<file path="src/sv/imhcs_pkg.sv">
`timescale 1ns / 1ps
// ----------------------------------------------------------------------------
// imhcs_pkg: shared types and constants of the MH chain step core
// Beat formats of both channels, the queue tag, and the fixed-point
// constants of the exponent unit.
// ----------------------------------------------------------------------------
package imhcs_pkg;

    // One input beat: a candidate coordinate with its acceptance inputs.
    typedef struct packed {
        logic signed [31:0] coord_value;
        logic signed [31:0] log_weight;
        logic [16:0]        uniform;
        logic               new_chain;
    } in_item_t;

    // One result beat.
    typedef struct packed {
        logic signed [31:0] draw_value;
        logic               accepted;
        logic               last_coord;
    } out_item_t;

    // Position flags that the front end attaches to each queued beat.
    typedef struct packed {
        logic first;
        logic last;
    } tag_t;

    localparam int DIM_CFG_W = 5;
    localparam logic [DIM_CFG_W-1:0] DIM_RESET = 5'd1;

    localparam int QUEUE_DEPTH = 2;

    // Exponent unit constants.
    localparam logic [3:0]  EXP_TERMS    = 4'd12;
    localparam logic [31:0] EXP_NEG1_Q32 = 32'd1580030169;
    localparam logic [16:0] ONE_Q16      = 17'd65536;
    localparam int          DIV_W        = 40;
    localparam int          DIV_BITS     = 8;
    localparam logic [2:0]  DIV_STEPS    = 3'd5;

endpackage

</file>
<file path="src/sv/imhcs_ram.sv">
`timescale 1ns / 1ps
// ----------------------------------------------------------------------------
// imhcs_ram: generic single-port RAM
// One read or write per cycle at one address, registered read data.
// ----------------------------------------------------------------------------
module imhcs_ram #(
    parameter int DATA_W = 32,
    parameter int DEPTH  = 16
) (
    input  logic                                   aclk,
    input  logic                                   en,
    input  logic                                   we,
    input  logic [(DEPTH > 1 ? $clog2(DEPTH) : 1)-1:0] addr,
    input  logic [DATA_W-1:0]                      wdata,
    output logic [DATA_W-1:0]                      rdata
);

    logic [DATA_W-1:0] mem_reg [DEPTH];
    logic [DATA_W-1:0] rdata_reg;

    always_ff @(posedge aclk) begin
        if (en) begin
            if (we) begin
                mem_reg[addr] <= wdata;
            end
            rdata_reg <= mem_reg[addr];
        end
    end

    assign rdata = rdata_reg;

endmodule

</file>
<file path="src/sv/imhcs_queue.sv">
`timescale 1ns / 1ps
// ----------------------------------------------------------------------------
// imhcs_queue: short FIFO between front end and back end
// Register-based queue; push and pop may happen in the same cycle.
// ----------------------------------------------------------------------------
module imhcs_queue #(
    parameter int DATA_W = 8,
    parameter int DEPTH  = 2
) (
    input  logic              aclk,
    input  logic              aresetn,
    input  logic              push,
    output logic              in_ready,
    input  logic [DATA_W-1:0] wdata,
    input  logic              pop,
    output logic              out_valid,
    output logic [DATA_W-1:0] rdata
);

    localparam int PTR_W = (DEPTH > 1) ? $clog2(DEPTH) : 1;
    localparam int CNT_W = $clog2(DEPTH + 1);

    logic [DATA_W-1:0] mem_reg [DEPTH];
    logic [PTR_W-1:0]  wr_ptr_reg;
    logic [PTR_W-1:0]  rd_ptr_reg;
    logic [CNT_W-1:0]  count_reg;
    logic              do_push;
    logic              do_pop;

    assign in_ready  = count_reg != CNT_W'(DEPTH);
    assign out_valid = count_reg != '0;
    assign rdata     = mem_reg[rd_ptr_reg];
    assign do_push   = push && in_ready;
    assign do_pop    = pop && out_valid;

    always_ff @(posedge aclk) begin
        if (do_push) begin
            mem_reg[wr_ptr_reg] <= wdata;
        end
    end

    always_ff @(posedge aclk) begin
        if (!aresetn) begin
            wr_ptr_reg <= '0;
            rd_ptr_reg <= '0;
            count_reg  <= '0;
        end else begin
            if (do_push) begin
                wr_ptr_reg <= (wr_ptr_reg == PTR_W'(DEPTH - 1)) ? '0 : wr_ptr_reg + PTR_W'(1);
            end
            if (do_pop) begin
                rd_ptr_reg <= (rd_ptr_reg == PTR_W'(DEPTH - 1)) ? '0 : rd_ptr_reg + PTR_W'(1);
            end
            if (do_push && !do_pop) begin
                count_reg <= count_reg + CNT_W'(1);
            end else if (do_pop && !do_push) begin
                count_reg <= count_reg - CNT_W'(1);
            end
        end
    end

endmodule

</file>
<file path="src/sv/imhcs_front.sv">
`timescale 1ns / 1ps
// ----------------------------------------------------------------------------
// imhcs_front: input front end
// Accepts input beats, tracks the coordinate position and tags each beat
// as the first and/or last coordinate of its vector before queuing it.
// ----------------------------------------------------------------------------
module imhcs_front
    import imhcs_pkg::*;
#(
    parameter int MAX_DIM = 16
) (
    input  logic                                       aclk,
    input  logic                                       aresetn,
    input  logic                                       s_valid,
    output logic                                       s_ready,
    input  in_item_t                                   s_payload,
    input  logic [DIM_CFG_W-1:0]                       dim_cfg,
    output logic                                       q_push,
    input  logic                                       q_in_ready,
    output in_item_t                                   q_item,
    output tag_t                                       q_tag,
    output logic [(MAX_DIM > 1 ? $clog2(MAX_DIM) : 1)-1:0] q_idx
);

    localparam int IDX_W = (MAX_DIM > 1) ? $clog2(MAX_DIM) : 1;
    localparam int CNT_W = $clog2(MAX_DIM + 1);

    logic [IDX_W-1:0] idx_reg;
    logic [CNT_W-1:0] dim_eff;
    logic             last;

    // A dimension of zero acts as one; anything above MAX_DIM acts as MAX_DIM.
    always_comb begin
        if (dim_cfg == '0) begin
            dim_eff = CNT_W'(1);
        end else if (32'(dim_cfg) > 32'(MAX_DIM)) begin
            dim_eff = CNT_W'(MAX_DIM);
        end else begin
            dim_eff = CNT_W'(dim_cfg);
        end
    end

    assign last       = (CNT_W'(idx_reg) + CNT_W'(1)) >= dim_eff;
    assign s_ready    = q_in_ready;
    assign q_push     = s_valid && q_in_ready;
    assign q_item     = s_payload;
    assign q_tag      = '{first: (idx_reg == '0), last: last};
    assign q_idx      = idx_reg;

    always_ff @(posedge aclk) begin
        if (!aresetn) begin
            idx_reg <= '0;
        end else if (q_push) begin
            idx_reg <= last ? '0 : idx_reg + IDX_W'(1);
        end
    end

endmodule

</file>
<file path="src/sv/imhcs_exp.sv">
`timescale 1ns / 1ps
// ----------------------------------------------------------------------------
// imhcs_exp: iterative exp() unit
// Computes exp(d) in Q1.16 for a signed Q16 difference d: a 12-term
// series for the fraction, then one multiply by exp(-1) per integer unit.
// ----------------------------------------------------------------------------
module imhcs_exp
    import imhcs_pkg::*;
(
    input  logic               aclk,
    input  logic               aresetn,
    input  logic               start,
    input  logic signed [32:0] d,
    output logic               done,
    output logic [16:0]        value
);

    typedef enum logic [2:0] {
        E_IDLE,
        E_MUL,
        E_DIV,
        E_ACC,
        E_SCALE,
        E_DONE
    } exp_state_t;

    exp_state_t         state_reg;
    logic [15:0]        f_reg;
    logic [3:0]         n_reg;
    logic [3:0]         k_reg;
    logic [2:0]         div_cnt_reg;
    logic [32:0]        term_reg;
    logic signed [34:0] sum_reg;
    logic [33:0]        a_reg;
    logic [DIV_W-1:0]   dvd_reg;
    logic [DIV_W-1:0]   quo_reg;
    logic [3:0]         rem_reg;

    logic [32:0]        x;
    logic [48:0]        term_prod;
    logic [65:0]        scale_prod;
    logic [DIV_W-1:0]   dvd_next;
    logic [DIV_W-1:0]   quo_next;
    logic [3:0]         rem_next;
    logic [32:0]        new_term;
    logic signed [34:0] sum_next;
    logic [34:0]        rnd;

    assign x          = 33'(-d);
    assign term_prod  = term_reg * f_reg;
    assign scale_prod = a_reg * EXP_NEG1_Q32;
    assign new_term   = quo_reg[32:0];

    // Long division by the small term index, a few quotient bits per cycle.
    always_comb begin
        logic [4:0] t;
        dvd_next = dvd_reg;
        quo_next = quo_reg;
        rem_next = rem_reg;
        for (int j = 0; j < DIV_BITS; j++) begin
            t        = {rem_next, dvd_next[DIV_W-1]};
            dvd_next = {dvd_next[DIV_W-2:0], 1'b0};
            if (t >= {1'b0, k_reg}) begin
                t        = t - {1'b0, k_reg};
                quo_next = {quo_next[DIV_W-2:0], 1'b1};
            end else begin
                quo_next = {quo_next[DIV_W-2:0], 1'b0};
            end
            rem_next = t[3:0];
        end
    end

    // Odd terms subtract, even terms add; the partial sum never goes below zero.
    always_comb begin
        if (k_reg[0]) begin
            sum_next = sum_reg - $signed({2'b00, new_term});
        end else begin
            sum_next = sum_reg + $signed({2'b00, new_term});
        end
        if (sum_next < 0) begin
            sum_next = '0;
        end
    end

    assign rnd   = {1'b0, a_reg} + 35'd32768;
    assign value = (rnd[34:16] > 19'(ONE_Q16)) ? ONE_Q16 : rnd[32:16];
    assign done  = state_reg == E_DONE;

    always_ff @(posedge aclk) begin
        if (!aresetn) begin
            state_reg <= E_IDLE;
        end else begin
            case (state_reg)
                E_IDLE: begin
                    if (start) begin
                        if (!d[32]) begin
                            a_reg     <= 34'h1_0000_0000;
                            n_reg     <= '0;
                            state_reg <= E_SCALE;
                        end else if (x[31:16] >= 16'd12) begin
                            a_reg     <= '0;
                            n_reg     <= '0;
                            state_reg <= E_SCALE;
                        end else begin
                            f_reg     <= x[15:0];
                            n_reg     <= x[19:16];
                            term_reg  <= 33'h1_0000_0000;
                            sum_reg   <= 35'sh1_0000_0000;
                            k_reg     <= 4'd1;
                            state_reg <= E_MUL;
                        end
                    end
                end
                E_MUL: begin
                    dvd_reg     <= DIV_W'(term_prod[48:16]);
                    quo_reg     <= '0;
                    rem_reg     <= '0;
                    div_cnt_reg <= '0;
                    state_reg   <= E_DIV;
                end
                E_DIV: begin
                    dvd_reg     <= dvd_next;
                    quo_reg     <= quo_next;
                    rem_reg     <= rem_next;
                    div_cnt_reg <= div_cnt_reg + 3'd1;
                    if (div_cnt_reg == DIV_STEPS - 3'd1) begin
                        state_reg <= E_ACC;
                    end
                end
                E_ACC: begin
                    term_reg <= new_term;
                    sum_reg  <= sum_next;
                    if (k_reg == EXP_TERMS) begin
                        a_reg     <= sum_next[33:0];
                        state_reg <= E_SCALE;
                    end else begin
                        k_reg     <= k_reg + 4'd1;
                        state_reg <= E_MUL;
                    end
                end
                E_SCALE: begin
                    if (n_reg == '0) begin
                        state_reg <= E_DONE;
                    end else begin
                        a_reg <= scale_prod[65:32];
                        n_reg <= n_reg - 4'd1;
                    end
                end
                E_DONE: begin
                    state_reg <= E_IDLE;
                end
                default: begin
                    state_reg <= E_IDLE;
                end
            endcase
        end
    end

endmodule

</file>
<file path="src/sv/imhcs_back.sv">
`timescale 1ns / 1ps
// ----------------------------------------------------------------------------
// imhcs_back: chain back end
// Pops queued beats, decides acceptance on a vector's first coordinate,
// updates the chain state memory and fills the output register.
// ----------------------------------------------------------------------------
module imhcs_back
    import imhcs_pkg::*;
#(
    parameter int MAX_DIM = 16
) (
    input  logic                                       aclk,
    input  logic                                       aresetn,
    input  logic                                       q_valid,
    output logic                                       q_pop,
    input  in_item_t                                   q_item,
    input  tag_t                                       q_tag,
    input  logic [(MAX_DIM > 1 ? $clog2(MAX_DIM) : 1)-1:0] q_idx,
    output logic                                       m_valid,
    input  logic                                       m_ready,
    output out_item_t                                  m_payload,
    output logic                                       exp_start,
    output logic signed [32:0]                         exp_d,
    input  logic                                       exp_done,
    input  logic [16:0]                                exp_value,
    output logic                                       ram_en,
    output logic                                       ram_we,
    output logic [(MAX_DIM > 1 ? $clog2(MAX_DIM) : 1)-1:0] ram_addr,
    output logic [31:0]                                ram_wdata,
    input  logic [31:0]                                ram_rdata
);

    localparam int IDX_W = (MAX_DIM > 1) ? $clog2(MAX_DIM) : 1;

    typedef enum logic [1:0] {
        B_IDLE,
        B_EXP,
        B_OUT
    } back_state_t;

    back_state_t        state_reg;
    logic               latch_reg;
    logic signed [31:0] cur_lw_reg;
    in_item_t           w_item_reg;
    logic [IDX_W-1:0]   w_idx_reg;
    logic               w_last_reg;
    logic               w_acc_reg;
    logic               m_valid_reg;
    out_item_t          m_payload_reg;

    logic needs_exp;
    logic head_go;
    logic exp_acc;
    logic out_free;
    logic out_load;

    assign needs_exp = q_tag.first && !q_item.new_chain;
    assign head_go   = (state_reg == B_IDLE) && q_valid;
    assign q_pop     = head_go;
    assign exp_start = head_go && needs_exp;
    assign exp_d     = {q_item.log_weight[31], q_item.log_weight}
                     - {cur_lw_reg[31], cur_lw_reg};
    assign exp_acc   = w_item_reg.uniform <= exp_value;
    assign out_free  = !m_valid_reg || m_ready;
    assign out_load  = (state_reg == B_OUT) && out_free;

    // Memory access: straight from the queue head, or once the exponent is in.
    always_comb begin
        ram_en    = 1'b0;
        ram_we    = 1'b0;
        ram_addr  = q_idx;
        ram_wdata = q_item.coord_value;
        if (head_go && !needs_exp) begin
            ram_en = 1'b1;
            ram_we = q_tag.first ? 1'b1 : latch_reg;
        end else if ((state_reg == B_EXP) && exp_done) begin
            ram_en    = 1'b1;
            ram_we    = exp_acc;
            ram_addr  = w_idx_reg;
            ram_wdata = w_item_reg.coord_value;
        end
    end

    always_ff @(posedge aclk) begin
        if (!aresetn) begin
            state_reg   <= B_IDLE;
            latch_reg   <= 1'b0;
            cur_lw_reg  <= '0;
            m_valid_reg <= 1'b0;
        end else begin
            if (m_valid_reg && m_ready && !out_load) begin
                m_valid_reg <= 1'b0;
            end
            case (state_reg)
                B_IDLE: begin
                    if (q_valid) begin
                        w_item_reg <= q_item;
                        w_idx_reg  <= q_idx;
                        w_last_reg <= q_tag.last;
                        if (needs_exp) begin
                            state_reg <= B_EXP;
                        end else begin
                            if (q_tag.first) begin
                                latch_reg  <= 1'b1;
                                cur_lw_reg <= q_item.log_weight;
                                w_acc_reg  <= 1'b1;
                            end else begin
                                w_acc_reg <= latch_reg;
                            end
                            state_reg <= B_OUT;
                        end
                    end
                end
                B_EXP: begin
                    if (exp_done) begin
                        latch_reg <= exp_acc;
                        w_acc_reg <= exp_acc;
                        if (exp_acc) begin
                            cur_lw_reg <= w_item_reg.log_weight;
                        end
                        state_reg <= B_OUT;
                    end
                end
                B_OUT: begin
                    if (out_free) begin
                        m_valid_reg   <= 1'b1;
                        m_payload_reg <= '{
                            draw_value: w_acc_reg ? w_item_reg.coord_value : ram_rdata,
                            accepted:   w_acc_reg,
                            last_coord: w_last_reg
                        };
                        state_reg <= B_IDLE;
                    end
                end
                default: begin
                    state_reg <= B_IDLE;
                end
            endcase
        end
    end

    assign m_valid   = m_valid_reg;
    assign m_payload = m_payload_reg;

endmodule

</file>
<file path="src/sv/independence_mh_chain_step_core.sv">
`timescale 1ns / 1ps
// ----------------------------------------------------------------------------
// independence_mh_chain_step_core: independence Metropolis-Hastings step
// Streams candidate coordinates through an accept/reject chain and returns
// the chain state's coordinate for each one.
// ----------------------------------------------------------------------------
// Usage:
// The s_ channel takes one candidate coordinate per beat; a vector is
// dim_in_use beats long. On a vector's first beat the block decides
// acceptance (new_chain forces it) from uniform and the log weights.
// The m_ channel returns exactly one beat per input beat, in order: the
// chain state's coordinate at that position, the accepted flag and a
// last-coordinate mark. The cfg_ channel writes dim_in_use; write it only
// when no beat is in flight. cfg_ready is always high.
// A beat that needs no exponent (any coordinate but the first, or a first
// one with new_chain) goes through the back end in order: the queue pop
// and chain-memory access, then the load of the output register once it
// is free. A first coordinate that needs exp() is popped first, and its
// memory access waits for the iterative exponent unit: 12 series terms of
// one multiply and a divide each, then one multiply by exp(-1) per unit of
// n, n being the integer part of the log weight drop (0..11); with no drop,
// or a drop of 12 or more, the series is skipped and the result is 1 or 0.
// A 2-beat queue lets the front take beats while the back works; when the
// receiver stalls, the output register holds and the queue fills before
// s_ready drops. Reset (aresetn low, synchronous) empties the pipeline,
// sets dim_in_use to 1 and clears the stored log weight and accept flag.
// ----------------------------------------------------------------------------
module independence_mh_chain_step_core
    import imhcs_pkg::*;
#(
    parameter int MAX_DIM = 16
) (
    input  logic                 aclk,
    input  logic                 aresetn,
    input  logic                 s_valid,
    output logic                 s_ready,
    input  in_item_t             s_payload,
    output logic                 m_valid,
    input  logic                 m_ready,
    output out_item_t            m_payload,
    input  logic                 cfg_valid,
    output logic                 cfg_ready,
    input  logic [DIM_CFG_W-1:0] cfg_wdata
);

    localparam int IDX_W = (MAX_DIM > 1) ? $clog2(MAX_DIM) : 1;
    localparam int Q_W   = $bits(in_item_t) + $bits(tag_t) + IDX_W;

    // Configuration register.
    logic [DIM_CFG_W-1:0] dim_reg;

    assign cfg_ready = 1'b1;

    always_ff @(posedge aclk) begin
        if (!aresetn) begin
            dim_reg <= DIM_RESET;
        end else if (cfg_valid) begin
            dim_reg <= cfg_wdata;
        end
    end

    // Front end to queue.
    logic             f_push;
    logic             q_in_ready;
    in_item_t         f_item;
    tag_t             f_tag;
    logic [IDX_W-1:0] f_idx;

    // Queue to back end.
    logic             q_out_valid;
    logic             q_pop;
    logic [Q_W-1:0]   q_rdata;
    in_item_t         b_item;
    tag_t             b_tag;
    logic [IDX_W-1:0] b_idx;

    // Back end to exponent unit and chain memory.
    logic               exp_start;
    logic signed [32:0] exp_d;
    logic               exp_done;
    logic [16:0]        exp_value;
    logic               ram_en;
    logic               ram_we;
    logic [IDX_W-1:0]   ram_addr;
    logic [31:0]        ram_wdata;
    logic [31:0]        ram_rdata;

    imhcs_front #(
        .MAX_DIM (MAX_DIM)
    ) u_front (
        .aclk       (aclk),
        .aresetn    (aresetn),
        .s_valid    (s_valid),
        .s_ready    (s_ready),
        .s_payload  (s_payload),
        .dim_cfg    (dim_reg),
        .q_push     (f_push),
        .q_in_ready (q_in_ready),
        .q_item     (f_item),
        .q_tag      (f_tag),
        .q_idx      (f_idx)
    );

    imhcs_queue #(
        .DATA_W (Q_W),
        .DEPTH  (QUEUE_DEPTH)
    ) u_queue (
        .aclk      (aclk),
        .aresetn   (aresetn),
        .push      (f_push),
        .in_ready  (q_in_ready),
        .wdata     ({f_item, f_tag, f_idx}),
        .pop       (q_pop),
        .out_valid (q_out_valid),
        .rdata     (q_rdata)
    );

    assign {b_item, b_tag, b_idx} = q_rdata;

    imhcs_back #(
        .MAX_DIM (MAX_DIM)
    ) u_back (
        .aclk      (aclk),
        .aresetn   (aresetn),
        .q_valid   (q_out_valid),
        .q_pop     (q_pop),
        .q_item    (b_item),
        .q_tag     (b_tag),
        .q_idx     (b_idx),
        .m_valid   (m_valid),
        .m_ready   (m_ready),
        .m_payload (m_payload),
        .exp_start (exp_start),
        .exp_d     (exp_d),
        .exp_done  (exp_done),
        .exp_value (exp_value),
        .ram_en    (ram_en),
        .ram_we    (ram_we),
        .ram_addr  (ram_addr),
        .ram_wdata (ram_wdata),
        .ram_rdata (ram_rdata)
    );

    imhcs_exp u_exp (
        .aclk    (aclk),
        .aresetn (aresetn),
        .start   (exp_start),
        .d       (exp_d),
        .done    (exp_done),
        .value   (exp_value)
    );

    // Chain state: one coordinate per position of the current vector.
    imhcs_ram #(
        .DATA_W (32),
        .DEPTH  (MAX_DIM)
    ) u_chain_mem (
        .aclk  (aclk),
        .en    (ram_en),
        .we    (ram_we),
        .addr  (ram_addr),
        .wdata (ram_wdata),
        .rdata (ram_rdata)
    );

`ifndef SYNTHESIS
    // The front end pushes only when the queue has room.
    a_push_room: assert property (@(posedge aclk) disable iff (!aresetn)
        f_push |-> q_in_ready)
        else $error("queue push while full");

    // The back end pops only a beat that is there.
    a_pop_valid: assert property (@(posedge aclk) disable iff (!aresetn)
        q_pop |-> q_out_valid)
        else $error("queue pop while empty");

    // An exponent request is a single-cycle pulse; the back end then waits.
    a_start_pulse: assert property (@(posedge aclk) disable iff (!aresetn)
        exp_start |=> !exp_start)
        else $error("exponent start repeated");

    // No beat leaves the queue while the exponent unit reports its result.
    a_mem_on_done: assert property (@(posedge aclk) disable iff (!aresetn)
        exp_done |-> !q_pop)
        else $error("queue pop while exponent result pending");
`endif

endmodule
</file>
<file path="config.mk">
export PLATFORM = sky130hd
export DESIGN_NAME = independence_mh_chain_step_core
export DESIGN_NICKNAME = d
export VERILOG_FILES = /design/src/sv/imhcs_pkg.sv /design/src/sv/imhcs_ram.sv /design/src/sv/imhcs_queue.sv /design/src/sv/imhcs_front.sv /design/src/sv/imhcs_exp.sv /design/src/sv/imhcs_back.sv /design/src/sv/independence_mh_chain_step_core.sv
export SDC_FILE = /design/constraint.sdc
export NUM_CORES = 2
export LEC_CHECK = 0
export ABC_AREA = 1
export BUFFER_PORTS_ARGS = -buffer_cell sky130_fd_sc_hd__buf_2
export CORE_AREA = 4 4 382 384
export CTS_BUF_LIST = sky130_fd_sc_hd__clkbuf_8
export CTS_CLUSTER_DIAMETER = 30
export CTS_CLUSTER_SIZE = 8
export DETAILED_ROUTE_END_ITERATION = 7
export DIE_AREA = 0 0 386 388
export PLACE_DENSITY = 0.76
export SYNTH_ARGS = -nofsm -noshare
export SYNTH_HDL_FRONTEND = slang
export SYNTH_SLANG_ARGS = --single-unit
</file>
<file path="constraint.sdc">
create_clock -name aclk -period 14.7 [get_ports aclk]
set_input_delay 2.94 -clock aclk [delete_from_list [all_inputs] [get_ports aclk]]
set_output_delay 2.94 -clock aclk [all_outputs]
set_load 0.05 [all_outputs]
</file>
; After elaboration in Yosys (flattened, before gate mapping)
; Memories as Yosys holds them, arrays and structs flattened. A register that Yosys moved wholly into a read port is not among the register bits.
; Cells that the tools add are included.
[word_totals]
reg_bits = 379
input_bits = 92
ram_bits = 688
output_inout_bits = 37
mem_count = 2
[memory_table]
columns = memory, depth, width, read_ports, rd_clocked_by_memory_dff, write_ports, line_no
row1 = u_chain_mem.mem_reg, 16, 32, 1, 1, 1, imhcs_ram.sv:18  ; logic [DATA_W-1:0] mem_reg [DEPTH];
row2 = u_queue.mem_reg, 2, 88, 1, 1, 1, imhcs_queue.sv:23  ; logic [DATA_W-1:0] mem_reg [DEPTH];
[op_classes]
reduce_logical = 45
n_addsub = 22
magnitude_cmp = 14
mul = 2
bitwise_logic = 1
n_eq_ne = 25
muxes = 96
[op_table]
columns = operator, n
row1 = 2-to-1 mux 32 bit, 8
row2 = 2-to-1 mux 35 bit, 5
row3 = 2-to-1 mux 34 bit, 5
row4 = one-hot mux 33 bit (2 select lines), 2
row5 = one-hot mux 34 bit (3 select lines), 1
row6 = 2-to-1 mux 33 bit, 3
row7 = one-hot mux 40 bit (2 select lines), 1
row8 = 2-to-1 mux 4 bit, 19
row9 = one-hot mux 35 bit (2 select lines), 1
row10 = "multiplier 34 x 31 -> 65 bit, second input constant", 1
row11 = one-hot mux 32 bit (2 select lines), 1
row12 = multiplier 33 x 16 -> 49 bit, 1
row13 = greater-or-equal comparator 5 x 4 -> 1 bit, 8
row14 = "adder 34 x 16 -> 35 bit, second input constant", 1
row15 = adder 35 x 34 -> 35 bit, 1
row16 = "< comparator 35 x 1 -> 1 bit, second input constant", 1
row17 = subtractor 35 x 34 -> 35 bit, 1
row18 = subtractor 32 x 32 -> 33 bit, 1
row19 = negation 32 bit, 1
row20 = subtractor 4 bit, 8
row21 = 2-to-1 mux 1 bit, 28
row22 = one-hot mux 4 bit (2 select lines), 3
row23 = "> comparator 19 x 17 -> 1 bit, second input constant", 1
row24 = 2-to-1 mux 3 bit, 6
row25 = other kinds (42), 97

; Longest topological paths before layout
[logic_depth]
ltp_word = 17
depth_mapped = 76

; Modules after synthesis
; Synthesis repeated with hierarchy kept, for this count alone.
[unflattened]
cells_unflattened = 9256
area_unflattened_um2 = 88107.0
[modules_own_cells]
columns = mod, area_each_um2, cells_each, instances
row1 = imhcs_exp, 48925.7, 5697, 1
row2 = imhcs_ram, 22541.6, 2115, 1
row3 = imhcs_back, 8718.4, 956, 1
row4 = imhcs_queue, 6666.4, 311, 1
row5 = imhcs_front, 1031.0, 145, 1
row6 = independence_mh_chain_step_core, 224.0, 32, 1

; Worst setup path after synthesis
; OpenSTA, ideal clock, no wires.
[synth_timing]
path_kind = register to register
start = register u_exp.k_reg[1]
end = register u_exp.rem_reg[2], data pin
path_slack_ns = 4.104
stages_incl_launch_ff = 70
required_ns = 14.447
period_less_slack_ns = 10.596
n_path_buf = 0
setup_ns = 0.253
arrival_time_ns = 10.343
cell_sequence = edfxtp_1 inv_1 ha_1 nand2_1 inv_2 nand2_1 nand2_1 nand2_2 nand3_2 inv_2 nand2_1 nand2_1 ha_1 a21oi_1 o21bai_1 a21oi_1 nand2_2 o21ai_0 [... 34 more ...] nand3_4 nand2_1 o21ai_2 ha_1 inv_1 o21bai_1 a21oi_1 nor2_1 nor3_1 nand3_4 a21oi_1 ha_1 a21oi_1 nand2_1 a211oi_1 nand3_4 nor2_1 nor2_1
[synth_between]
elab_chain_cells = 17
elab_cells_between_ends = 25
cone_classes = add/sub (8) / order compare (8) / mux (9)
[synth_rtl]
columns = element, line_no
row1 = "start, declared", imhcs_exp.sv:30  ; logic [3:0] k_reg;
row2 = "start signal, assigned", imhcs_exp.sv:137  ; k_reg <= k_reg + 4'd1;
row3 = subtractor 4 bit or greater-or-equal comparator 5 x 4 -> 1 bit (tied branches), "imhcs_exp.sv:64, imhcs_exp.sv:63"
row4 = 2-to-1 mux 4 bit, imhcs_exp.sv:63  ; if (t >= {1'b0, k_reg}) begin
row5 = subtractor 4 bit or greater-or-equal comparator 5 x 4 -> 1 bit (tied branches), "imhcs_exp.sv:64, imhcs_exp.sv:63"
row6 = 2-to-1 mux 4 bit, imhcs_exp.sv:63
row7 = subtractor 4 bit or greater-or-equal comparator 5 x 4 -> 1 bit (tied branches), "imhcs_exp.sv:64, imhcs_exp.sv:63"
row8 = 2-to-1 mux 4 bit, imhcs_exp.sv:63
row9 = greater-or-equal comparator 5 x 4 -> 1 bit or subtractor 4 bit (tied branches), "imhcs_exp.sv:63, imhcs_exp.sv:64"
row10 = 2-to-1 mux 4 bit, imhcs_exp.sv:63
row11 = subtractor 4 bit or greater-or-equal comparator 5 x 4 -> 1 bit (tied branches), "imhcs_exp.sv:64, imhcs_exp.sv:63"
row12 = 2-to-1 mux 4 bit, imhcs_exp.sv:63
row13 = subtractor 4 bit or greater-or-equal comparator 5 x 4 -> 1 bit (tied branches), "imhcs_exp.sv:64, imhcs_exp.sv:63"
row14 = 2-to-1 mux 4 bit, imhcs_exp.sv:63
row15 = greater-or-equal comparator 5 x 4 -> 1 bit or subtractor 4 bit (tied branches), "imhcs_exp.sv:63, imhcs_exp.sv:64"
row16 = 2-to-1 mux 4 bit, imhcs_exp.sv:63
row17 = subtractor 4 bit or greater-or-equal comparator 5 x 4 -> 1 bit (tied branches), "imhcs_exp.sv:64, imhcs_exp.sv:63"
row18 = 2-to-1 mux 4 bit *, imhcs_exp.sv:63
row19 = one-hot mux 4 bit (2 select lines) *, imhcs_exp.sv:93  ; case (state_reg)
row20 = "end signal, assigned", imhcs_exp.sv:124  ; rem_reg <= rem_next;
row21 = "end, declared", imhcs_exp.sv:37  ; logic [3:0] rem_reg;
; Mark *: on every way between the ends. The rest lies on a longest branch, timed or not.
; A chain may end at the register's enable or synchronous reset.

; Final worst setup path
; Same ends and word-level chain as after synthesis.

==> impl_metrics.ini <==
[timing]
max_slew_margin = 0.0921
whs_ps = 418
min_period_ps = 12220
final_max_slew_viol_count = 0
setup_viol = 0
hold_viol = 0
skew_ps = 75.0
rsz0062_at_grt = no
fin_tns_setup_ps = 0
tightest_slew_ps = 1350
max_freq_mhz = 81.8
post-route-period-util = 0.832

[yosys]
yosysMostFrequentCell = inv_1
yosysTopAreaCell = edfxtp_1
syn_nets = 10200
synth_ff_type = edfxtp_1
netlist_instances = 8539
ys_seq_elements = 1099
yosysWarnings = 0
async_flop_share = 0
yosys.cell_types.count = 64
synth.avg_cell_area_sq_um = 9.94
synth_top_area_frac = 0.370
synth_area_sq_mm = 0.0849
synth-seq-area-share = 0.383
ys_top_cells_by_area = edfxtp_1 (37%), fa_1 (21%), ha_1 (9.7%)
synth_common_cells = inv_1 (1859), nand2_1 (1540), edfxtp_1 (1046)
synth_edf_count = 1046

[global_routing]
grt_max_degree = 81
overflow = 0
grt_pass1_wl_mm = 340
antenna_found_initial = 9
grt_usage = 0.291
grt_pass1_vias = 62600

[clocking]
clk_pin_slew_ps = 60
cts_buffers = 193
hold_buffers = 0
cts_resized = 0
cts.sinks = 1099
cts_root_buf = clkbuf_8
postCtsSetupBuffers = 0
clock_latency_ps = 920
htree_levels = 4
cts_buffer_depth = 3
cts_tree = built

[setup_path]
r2r_cells = 67
rr_startpoint = u_exp.k_reg[1]$_SDFFCE_PP0P_
cp_data_required_time_ps = 15360
slowest_stage = inv_1
critPathMaxFanout = 11
crit_path_end_kind = register
worstPathArrival_ps = 12880
r2r_setup_slack_ps = 2480
slowest_delay_ps = 450
cp-startpoint = u_exp.k_reg[1]$_SDFFCE_PP0P_
start_kind = register
timing.critical_path.mode_cell = nor2_1
worstReg2RegEnd = u_exp.rem_reg[2]$_SDFFCE_PN0P_
crit_type = reg2reg

[min_path]
min_to = u_back.m_payload[0]$_DFFE_PP_
hp-start = u_back.w_last_reg$_DFFE_PP_
hold_path_class = reg2reg
holdPathStages = 0

[drt]
drtIter0Drc = 5210
drt-total-wl_mm = 214
wl_met3_mm = 15.0
dr.pass1.iters = 6
wl_met1_mm = 86.1
via_count = 60200
top_layer = met5
met2WireLength_mm = 105
routedWlPerCell_um = 20.0
drc = 0
via_per_inst = 5.62
ant_nets = 0

[die]
die_h_um = 388
core_sq_mm = 0.143
num_rows = 139
start_util = 0.594
io_pins = 129
die_w_um = 386
die_area_sq_mm = 0.150

[layout]
finalNonFillerCells = 10700
nets = 10300
drive_above_1_share = 0.0722
largest_reg_flops = 512
area_growth_pct = 8.13

[placed_design]
portBuffers = 127
dpl.hpwl_mm = 155
gp_congestion = 0.988
place_inst = 10400

[run]
maxCapViolCount = 0

[status]
status = finished, final reports clean
-- critical path: cells and delay by family, from the launching register on --
kind,cells,cell delay [ps]
and+or+nand+nor,33,4470
AOI/OAI and AO/OA,17,3420
adders and majority gates,8,2520
buffers and inverters,9,1150
DFF,1,350
-- metrics by stage --
stage / util / setup WS [ps] / instance area (sq um)
5_1_grt: 0.643 / 1280 / 91700
6_report: 0.643 / 2480 / 91800
2_1_floorplan: - / 4100 / 84900
3_3_place_gp: 0.615 / 2440 / 87800
4_1_cts: 0.642 / 2380 / 91700
3_5_place_dp: 0.615 / 2440 / 87800
-- layout make-up --
class                      instances  area [sq um]
sequential                      1099         32500
tap                             1903          2380
antenna                            5          12.5
clock inverter                   115          1160
inverter                        1875          7040
timing repair buffer             230          1410
fill                           11200         51000
clock buffer                     201          2770
multi-input combinational       5289         44500
-- cells by family after synthesis --
logic type      share of synthesized area
simple gates                        0.121
buf+inv                            0.0954
fa+ha+maj                           0.307
compound gates                     0.0791
flops                               0.383
xor+xnor                           0.0156
other cells                     0.0000442
-- layout by cell type (no fill, tap or decap), drive strengths merged, types with 3 or more instances in the layout --
master	instances
a31o	3
inv	1913
bufinv	17
xnor2	53
and2	7
a21oi	434
or4	34
buf	230
a211oi	38
diode	5
nor3	54
ha	657
o21a	32
xor2	97
nand4	59
o21ai	221
and3	3
clkinv	51
nand3	154
a21o	12
o21bai	22
clkinvlp	9
o22ai	12
nor4	17
a31oi	64
nor2	559
a22oi	256
a21boi	5
or2	22
fa	889
dfxtp	53
o31ai	4
o221ai	6
edfxtp	1046
clkbuf	201
nand2	1560
-- worst max-delay path by stage --
| stage | to | depth (start not counted) |
|---|---|---|
| after floorplan | u_exp.rem_reg[2]$_SDFFCE_PN0P_ | 69 |
| after global placement | u_exp.rem_reg[3]$_SDFFCE_PN0P_ | 67 |
| after detailed placement | u_exp.rem_reg[3]$_SDFFCE_PN0P_ | 67 |
| after CTS | u_exp.rem_reg[3]$_SDFFCE_PN0P_ | 67 |
| after global routing | u_exp.rem_reg[1]$_SDFFCE_PN0P_ | 69 |
| final | u_exp.rem_reg[2]$_SDFFCE_PN0P_ | 67 |
-- routing by layer --
layer  global-route usage  up-vias
met5                    0        -
met4                0.108        2
met3               0.0401      493
met2                0.488     2388
met1                0.387    29600
li1                     -    27700
Power is left out: the tool's default activity adds up to more than one toggle a clock period on the data nets, which glitch-free logic cannot reach.
